## src/sv/lcc_pkg.sv

```systemverilog
`default_nettype none

package lcc_pkg;

    localparam int MUL_W = 33;

    typedef struct packed {
        logic signed [15:0] pos_x;
        logic signed [15:0] pos_y;
        logic               first_of_list;
    } lcc_in_t;

    typedef struct packed {
        logic [3:0]  cluster_index;
        logic        new_cluster;
        logic        overflow;
        logic [10:0] member_count;
    } lcc_out_t;

    typedef enum logic [3:0] {
        ST_IDLE,
        ST_READ,
        ST_MUL_NX,
        ST_MUL_NY,
        ST_MUL_RN,
        ST_SQ_DX,
        ST_SQ_DY,
        ST_SQ_RN,
        ST_CMP,
        ST_UPDATE
    } lcc_state_t;

endpackage

`default_nettype wire

```

## src/sv/lcc_table.sv

```systemverilog
`default_nettype none

module lcc_table #(
    parameter int DEPTH  = 16,
    parameter int IDX_W  = 4,
    parameter int DATA_W = 65
) (
    input  wire logic              aclk,
    input  wire logic              wr_en,
    input  wire logic [IDX_W-1:0]  wr_addr,
    input  wire logic [DATA_W-1:0] wr_data,
    input  wire logic              rd_en,
    input  wire logic [IDX_W-1:0]  rd_addr,
    output logic      [DATA_W-1:0] rd_data
);

    logic [DATA_W-1:0] mem [DEPTH];
    logic [DATA_W-1:0] rd_data_reg;

    always_ff @(posedge aclk) begin
        if (wr_en) begin
            mem[wr_addr] <= wr_data;
        end
    end

    always_ff @(posedge aclk) begin
        if (rd_en) begin
            rd_data_reg <= mem[rd_addr];
        end
    end

    assign rd_data = rd_data_reg;

endmodule

`default_nettype wire

```

## src/sv/lcc_mul.sv

```systemverilog
`default_nettype none

module lcc_mul
    import lcc_pkg::*;
(
    input  wire logic                      aclk,
    input  wire logic signed [MUL_W-1:0]   op_a,
    input  wire logic signed [MUL_W-1:0]   op_b,
    output logic      signed [2*MUL_W-1:0] prod
);

    logic signed [2*MUL_W-1:0] prod_reg;

    always_ff @(posedge aclk) begin
        prod_reg <= op_a * op_b;
    end

    assign prod = prod_reg;

endmodule

`default_nettype wire

```

## src/sv/leader_centroid_clusterer_unit.sv

```systemverilog
`default_nettype none

// Leader clustering of 2D Q8.8 points against per-cluster centroids. A point joins the
// lowest-index cluster whose centroid lies strictly inside the configured radius, tested exactly
// as (n*x-sx)^2+(n*y-sy)^2 < (r*n)^2 (overflow if that cluster is full), else opens a new cluster
// (overflow if the table is full); first_of_list empties the table first. One request yields one
// result. A request visits clusters in index order, up to those in use (at most MAX_CLUSTERS):
// each visit is one table read and six products through the single registered multiplier, then
// a compare. A list's first point, or a point arriving at an empty table, goes straight to the
// update. The final update also waits for as long as an earlier result is still held in the
// output register. The input is not ready while a point is in work; a finished result waits in
// the output register while the next request is taken. The table needs no clearing after reset.
module leader_centroid_clusterer_unit
    import lcc_pkg::*;
#(
    parameter int MAX_CLUSTERS = 16,
    parameter int MAX_MEMBERS  = 1024
) (
    input  wire logic        aclk,
    input  wire logic        aresetn,
    input  wire logic        s_valid,
    output logic             s_ready,
    input  wire lcc_in_t     s_data,
    output logic             m_valid,
    input  wire logic        m_ready,
    output lcc_out_t         m_data,
    input  wire logic        cfg_we,
    input  wire logic [15:0] cfg_wdata
);

    localparam int CNT_W = $clog2(MAX_MEMBERS + 1);
    localparam int SUM_W = 16 + CNT_W;
    localparam int D_W   = SUM_W + 1;
    localparam int IDX_W = (MAX_CLUSTERS > 1) ? $clog2(MAX_CLUSTERS) : 1;
    localparam int U_W   = $clog2(MAX_CLUSTERS + 1);
    localparam int ENT_W = 2 * SUM_W + CNT_W;
    localparam logic [U_W-1:0]   USED_MAX = U_W'(MAX_CLUSTERS);
    localparam logic [CNT_W-1:0] CNT_MAX  = CNT_W'(MAX_MEMBERS);
    localparam logic [63:0]      SQ_LIMIT = 64'h1_0000_0000;

    lcc_state_t state_reg, state_next;

    logic [15:0]             radius_reg;
    logic [U_W-1:0]          used_reg, used_next;
    logic [U_W-1:0]          iter_reg, iter_next;
    logic signed [15:0]      pos_x_reg, pos_x_next;
    logic signed [15:0]      pos_y_reg, pos_y_next;
    logic                    found_reg, found_next;
    logic signed [D_W-1:0]   dx_reg, dx_next;
    logic signed [D_W-1:0]   dy_reg, dy_next;
    logic [31:0]             rn_reg, rn_next;
    logic [63:0]             dx2_reg, dx2_next;
    logic [63:0]             dy2_reg, dy2_next;
    logic                    satx_reg, satx_next;
    logic                    saty_reg, saty_next;
    lcc_out_t                out_reg, out_next;
    logic                    out_valid_reg, out_valid_next;

    logic                    tbl_rd_en;
    logic [IDX_W-1:0]        tbl_rd_addr;
    logic [ENT_W-1:0]        tbl_rd_data;
    logic                    tbl_we;
    logic [IDX_W-1:0]        tbl_wr_addr;
    logic [ENT_W-1:0]        tbl_wr_data;

    logic signed [MUL_W-1:0]   mul_a, mul_b;
    logic signed [2*MUL_W-1:0] mul_prod;

    logic signed [SUM_W-1:0] ent_sx, ent_sy, prod_low;
    logic [CNT_W-1:0]        ent_n;
    logic [D_W-1:0]          absx, absy;
    logic [63:0]             absx64, absy64;
    logic [64:0]             dist2;
    logic                    match;
    logic                    s_accept;
    logic                    out_free;
    logic [U_W-1:0]          used_start;
    logic [U_W-1:0]          iter_inc;

    lcc_table #(
        .DEPTH  (MAX_CLUSTERS),
        .IDX_W  (IDX_W),
        .DATA_W (ENT_W)
    ) u_table (
        .aclk    (aclk),
        .wr_en   (tbl_we),
        .wr_addr (tbl_wr_addr),
        .wr_data (tbl_wr_data),
        .rd_en   (tbl_rd_en),
        .rd_addr (tbl_rd_addr),
        .rd_data (tbl_rd_data)
    );

    lcc_mul u_mul (
        .aclk (aclk),
        .op_a (mul_a),
        .op_b (mul_b),
        .prod (mul_prod)
    );

    assign s_ready    = (state_reg == ST_IDLE);
    assign s_accept   = s_valid && s_ready;
    assign m_valid    = out_valid_reg;
    assign m_data     = out_reg;
    assign out_free   = !out_valid_reg || m_ready;
    assign used_start = s_data.first_of_list ? '0 : used_reg;
    assign iter_inc   = iter_reg + U_W'(1);

    assign ent_sx   = $signed(tbl_rd_data[ENT_W-1 -: SUM_W]);
    assign ent_sy   = $signed(tbl_rd_data[CNT_W +: SUM_W]);
    assign ent_n    = tbl_rd_data[CNT_W-1:0];
    assign prod_low = $signed(mul_prod[SUM_W-1:0]);

    assign absx   = dx_reg[D_W-1] ? D_W'(-dx_reg) : D_W'(dx_reg);
    assign absy   = dy_reg[D_W-1] ? D_W'(-dy_reg) : D_W'(dy_reg);
    assign absx64 = 64'(absx);
    assign absy64 = 64'(absy);
    assign dist2  = {1'b0, dx2_reg} + {1'b0, dy2_reg};
    assign match  = !satx_reg && !saty_reg && (dist2 < {1'b0, mul_prod[63:0]});

    always_comb begin
        state_next = state_reg;
        unique case (state_reg)
            ST_IDLE: begin
                if (s_accept) begin
                    state_next = (used_start == '0) ? ST_UPDATE : ST_READ;
                end
            end
            ST_READ:   state_next = ST_MUL_NX;
            ST_MUL_NX: state_next = ST_MUL_NY;
            ST_MUL_NY: state_next = ST_MUL_RN;
            ST_MUL_RN: state_next = ST_SQ_DX;
            ST_SQ_DX:  state_next = ST_SQ_DY;
            ST_SQ_DY:  state_next = ST_SQ_RN;
            ST_SQ_RN:  state_next = ST_CMP;
            ST_CMP: begin
                state_next = (match || iter_inc == used_reg) ? ST_UPDATE : ST_READ;
            end
            ST_UPDATE: begin
                if (out_free) begin
                    state_next = ST_IDLE;
                end
            end
            default: state_next = ST_IDLE;
        endcase
    end

    always_comb begin
        used_next      = used_reg;
        iter_next      = iter_reg;
        pos_x_next     = pos_x_reg;
        pos_y_next     = pos_y_reg;
        found_next     = found_reg;
        dx_next        = dx_reg;
        dy_next        = dy_reg;
        rn_next        = rn_reg;
        dx2_next       = dx2_reg;
        dy2_next       = dy2_reg;
        satx_next      = satx_reg;
        saty_next      = saty_reg;
        out_next       = out_reg;
        out_valid_next = out_valid_reg && !m_ready;
        tbl_rd_en      = 1'b0;
        tbl_rd_addr    = iter_reg[IDX_W-1:0];
        tbl_we         = 1'b0;
        tbl_wr_addr    = iter_reg[IDX_W-1:0];
        tbl_wr_data    = tbl_rd_data;
        mul_a          = '0;
        mul_b          = '0;
        unique case (state_reg)
            ST_IDLE: begin
                if (s_accept) begin
                    pos_x_next = s_data.pos_x;
                    pos_y_next = s_data.pos_y;
                    used_next  = used_start;
                    iter_next  = '0;
                    found_next = 1'b0;
                end
            end
            ST_READ: begin
                tbl_rd_en = 1'b1;
            end
            ST_MUL_NX: begin
                mul_a = MUL_W'($signed({1'b0, ent_n}));
                mul_b = MUL_W'(pos_x_reg);
            end
            ST_MUL_NY: begin
                mul_a   = MUL_W'($signed({1'b0, ent_n}));
                mul_b   = MUL_W'(pos_y_reg);
                dx_next = D_W'(prod_low) - D_W'(ent_sx);
            end
            ST_MUL_RN: begin
                mul_a   = MUL_W'($signed({1'b0, radius_reg}));
                mul_b   = MUL_W'($signed({1'b0, ent_n}));
                dy_next = D_W'(prod_low) - D_W'(ent_sy);
            end
            ST_SQ_DX: begin
                mul_a   = $signed({1'b0, absx64[31:0]});
                mul_b   = $signed({1'b0, absx64[31:0]});
                rn_next = mul_prod[31:0];
            end
            ST_SQ_DY: begin
                mul_a     = $signed({1'b0, absy64[31:0]});
                mul_b     = $signed({1'b0, absy64[31:0]});
                dx2_next  = mul_prod[63:0];
                satx_next = (absx64 >= SQ_LIMIT);
            end
            ST_SQ_RN: begin
                mul_a     = $signed({1'b0, rn_reg});
                mul_b     = $signed({1'b0, rn_reg});
                dy2_next  = mul_prod[63:0];
                saty_next = (absy64 >= SQ_LIMIT);
            end
            ST_CMP: begin
                if (match) begin
                    found_next = 1'b1;
                end else begin
                    iter_next = iter_inc;
                end
            end
            ST_UPDATE: begin
                if (out_free) begin
                    out_valid_next = 1'b1;
                    out_next.new_cluster = 1'b0;
                    out_next.overflow    = 1'b0;
                    if (found_reg) begin
                        out_next.cluster_index = 4'(iter_reg[IDX_W-1:0]);
                        if (ent_n >= CNT_MAX) begin
                            out_next.overflow     = 1'b1;
                            out_next.member_count = 11'(ent_n);
                        end else begin
                            tbl_we      = 1'b1;
                            tbl_wr_addr = iter_reg[IDX_W-1:0];
                            tbl_wr_data = {ent_sx + SUM_W'(pos_x_reg),
                                           ent_sy + SUM_W'(pos_y_reg),
                                           ent_n + CNT_W'(1)};
                            out_next.member_count = 11'(ent_n + CNT_W'(1));
                        end
                    end else if (used_reg >= USED_MAX) begin
                        out_next.cluster_index = '0;
                        out_next.overflow      = 1'b1;
                        out_next.member_count  = '0;
                    end else begin
                        tbl_we      = 1'b1;
                        tbl_wr_addr = used_reg[IDX_W-1:0];
                        tbl_wr_data = {SUM_W'(pos_x_reg), SUM_W'(pos_y_reg), CNT_W'(1)};
                        used_next   = used_reg + U_W'(1);
                        out_next.cluster_index = 4'(used_reg[IDX_W-1:0]);
                        out_next.new_cluster   = 1'b1;
                        out_next.member_count  = 11'd1;
                    end
                end
            end
            default: begin
            end
        endcase
    end

    always_ff @(posedge aclk) begin
        if (!aresetn) begin
            state_reg     <= ST_IDLE;
            radius_reg    <= 16'd256;
            used_reg      <= '0;
            out_valid_reg <= 1'b0;
        end else begin
            state_reg     <= state_next;
            used_reg      <= used_next;
            out_valid_reg <= out_valid_next;
            if (cfg_we) begin
                radius_reg <= cfg_wdata;
            end
        end
    end

    always_ff @(posedge aclk) begin
        iter_reg  <= iter_next;
        pos_x_reg <= pos_x_next;
        pos_y_reg <= pos_y_next;
        found_reg <= found_next;
        dx_reg    <= dx_next;
        dy_reg    <= dy_next;
        rn_reg    <= rn_next;
        dx2_reg   <= dx2_next;
        dy2_reg   <= dy2_next;
        satx_reg  <= satx_next;
        saty_reg  <= saty_next;
        out_reg   <= out_next;
    end

endmodule

`default_nettype wire

```

## config.mk

```make
export PLATFORM = sky130hd
export DESIGN_NAME = leader_centroid_clusterer_unit
export DESIGN_NICKNAME = d
export VERILOG_FILES = /design/src/sv/lcc_pkg.sv /design/src/sv/lcc_table.sv /design/src/sv/lcc_mul.sv /design/src/sv/leader_centroid_clusterer_unit.sv
export SDC_FILE = /design/constraint.sdc
export NUM_CORES = 2
export LEC_CHECK = 0
export ABC_CLOCK_PERIOD_IN_PS = 13180
export BUFFER_PORTS_ARGS = -buffer_cell sky130_fd_sc_hd__buf_4
export CORE_ASPECT_RATIO = 0.75
export CORE_MARGIN = 3
export CORE_UTILIZATION = 55
export CTS_CLUSTER_SIZE = 40
export DETAILED_ROUTE_END_ITERATION = 10
export PLACE_DENSITY = 0.81
export SLEW_MARGIN = 10
export SYNTH_ARGS = -nofsm -noshare
export SYNTH_HDL_FRONTEND = slang
export SYNTH_SLANG_ARGS = --single-unit
```

## constraint.sdc

```tcl
create_clock -name aclk -period 13.18 [get_ports aclk]
set_input_delay 1.318 -clock aclk [delete_from_list [all_inputs] [get_ports aclk]]
set_output_delay 1.318 -clock aclk [all_outputs]
set_load 0.02 [all_outputs]
```

==> results.json <==
{
  "min_path_cells": 0,
  "grt_pass1_wl_um": 460000,
  "clock_path_buffers": 3,
  "power_density_nw_per_um2": 159,
  "top_usage_layer": "met1",
  "p_total_mw": 17.1,
  "slowest_stage": "a221o_1",
  "ys.flop_type": "edfxtp_1",
  "netlist_top_cells_count": "edfxtp_1, inv_1, fa_1",
  "synth_largest_area_cell": "edfxtp_1",
  "post_cts_resized": 0,
  "synth_warnings": 0,
  "largest_reg_flops": 1040,
  "syn_nets": 9415,
  "finClkSkew_ns": 0.0463,
  "drtIter0Drc": 10200,
  "use_met1_pct": 48.1,
  "hp-start": "u_mul.prod[61]",
  "synth_top_area_share_pct": 41.9,
  "period_minus_slack_ns": 11.90,
  "yosys-top-cells-area": "edfxtp_1, fa_1, mux4_2, ha_1, inv_1",
  "r2r_start": "dx_reg[2]",
  "post_drt_via_cell_ratio": 6.43,
  "dr.pass1.iters": 7,
  "cts_root_buf": "clkbuf_16",
  "period_share_pct": 90.3,
  "nets": 9526,
  "yosysUniqueCellTypes": 86,
  "worst_r2r_path_depth": 34,
  "std_cell_rows": 133,
  "maxSlewHeadroom_pct": 6.40,
  "hp-class": "reg2reg",
  "drive_gt1_share_pct": 11.4,
  "routed_wl_um": 314000,
  "grt_pass1_vias": 68500,
  "grt-ovfl-total": 0,
  "syn_area_sq_um": 98700,
  "drv_slew": 0,
  "vias": 67400,
  "max_freq_mhz": 84.0,
  "hold_viol": 0,
  "htreeDepth": 4,
  "die_y_um": 373,
  "required_ns": 13.90,
  "place_ws_ns": 1.55,
  "cts_sinks": 1466,
  "p_leak_nw": 43.4,
  "fillCellCount": 13200,
  "tns_ns": 0,
  "clkTransAtPathRegs_ns": 0.06,
  "r2r_slack_ns": 1.28,
  "insertion_delay_ns": 0.79,
  "ys_ff_latch": 1466,
  "final_antenna_net_count": 0,
  "fp.dieW_um": 495,
  "cp_common_cell": "fa_1",
  "hpwl_um": 218000,
  "synth_most_common_cell": "edfxtp_1",
  "cts_hold_buf": 0,
  "core_area_sq_um": 177000,
  "whs_endpoint": "dy2_reg[61]",
  "cap_violations": 0,
  "final-setup-viol-count": 0,
  "crit_path_start_kind": "flip-flop",
  "hold_slack_ns": 0.457,
  "synth_edf_count": 1376,
  "synthArstFlopShare_pct": 0,
  "ys_seq_area_share_pct": 43.7,
  "avgSynthCellArea_sq_um": 12.5,
  "grt_start_max_net_pins": 144,
  "tightest_slew_ns": 1.40,
  "cp_data_arrival_time_ns": 12.61,
  "endpoint_kind": "flip-flop",
  "grtUsageMet3_pct": 14.8,
  "rsz0062_at_grt": "no",
  "max-vdd-ir-drop_v": 0.000245,
  "reg2reg_to": "u_mul.prod[62]",
  "initial_core_util_pct": 55.8,
  "post-cts-setup-buffers": 0,
  "antenna_found_initial": 16,
  "critPathKind": "reg2reg",
  "fp.dieArea_sq_um": 185000,
  "gp_congestion": 1.09,
  "area_growth_pct": 9.05,
  "track_usage_pct": 34.3,
  "path_max_fanout": 11,
  "synth_cells": 7899,
  "status": "finished clean",
  "cts_tree": "built",
  "cts_buffers": 143,
  "io_buffer_count": 72,
  "setup_ws_ns": 1.28,
  "drc": 0,
  "io_pins": 73,
  "met2_usage_pct": 46.8,
  "slowest_delay_ns": 0.82,
  "wire_per_inst_um": 30.0
}
## power breakdown
part,switching [mW],internal [mW],total [mW]
clock network,1.84,2.31,4.14
logic,4.14,2.35,6.49
registers,0.355,6.07,6.42
## layout make-up
cell class / count / area [sq um] / share of cell area, %
well taps: 2362 / 2960 / 2.75
flip-flops and latches: 1466 / 43100 / 40.1
diodes: 6 / 15.0 / 0.0140
clock inverters: 78 / 836 / 0.777
inverters: 1276 / 4800 / 4.46
multi-input cells: 4826 / 49700 / 46.2
clock buffers: 180 / 3870 / 3.60
repair buffers: 297 / 2250 / 2.09
## worst max path at each step
stage	startpoint	endpoint	cells after the start	slack, ns
finish	dx_reg[2]	u_mul.prod[62]	34	1.28
global route	state_reg[2]	u_mul.prod[62]	28	1.00
CTS	dx_reg[3]	u_mul.prod[62]	34	1.55
detailed placement	dx_reg[3]	u_mul.prod[62]	34	1.55
global placement	dy_reg[1]	u_mul.prod[61]	35	1.73
floorplan	state_reg[2]	u_mul.prod[62]	30	2.38
## metrics by stage
step	cells	instance area, sq um	util [%]
after floorplan	7899	98700	-
after global placement	10200	103000	58.1
after detailed placement	10200	103000	58.1
after CTS	10500	107000	60.8
after global routing	10500	108000	60.9
final	10500	108000	60.9
## worst max-delay path, delay by kind of cell (launching register included)
| family | cells | cell delay [ns] |
|---|---|---|
| fa+ha+maj | 9 | 4.22 |
| simple gates | 4 | 1.74 |
| compound gates | 13 | 4.69 |
| xor+xnor | 2 | 0.23 |
| flops | 1 | 0.43 |
| buf+inv | 6 | 0.51 |
## cells by family (layout without fill, tap and decap cells)
family,Yosys count,in the layout,share of synthesized area (%)
multiplexers,352,352,7.70
adder cells (fa/ha/maj),1462,1462,25.6
other,0,6,0
buffers and inverters,1607,1831,6.20
flip-flops,1466,1466,43.7
AND/OR/NAND/NOR,1726,1726,7.51
AO/OA/AOI/OAI,1020,1020,6.89
XOR/XNOR,266,266,2.36
## layer usage
metal / vias to the layer above / part of all wire (%)
met5: - / 0.087
met4: 10 / 5.0
met3: 989 / 17
met2: 5483 / 41
met1: 33600 / 37
li1: 27400 / -
## placed cells by master (no fill, tap or decap), types with 90 or more instances in the layout
master	synthesis	final
xnor2_1	156	156
o21ai_0	194	189
nand2_1	749	748
fa_1	933	933
dfxtp_1	90	90
edfxtp_1	1376	1376
inv_1	1265	1264
a21oi_1	243	239
clkbuf_16	0	147
ha_1	529	529
buf_4	4	292
mux4_2	325	325
nor2_1	598	577
xor2_1	110	110
a21o_1	134	134
No activity file was read; power rests on OpenSTA's default activity.
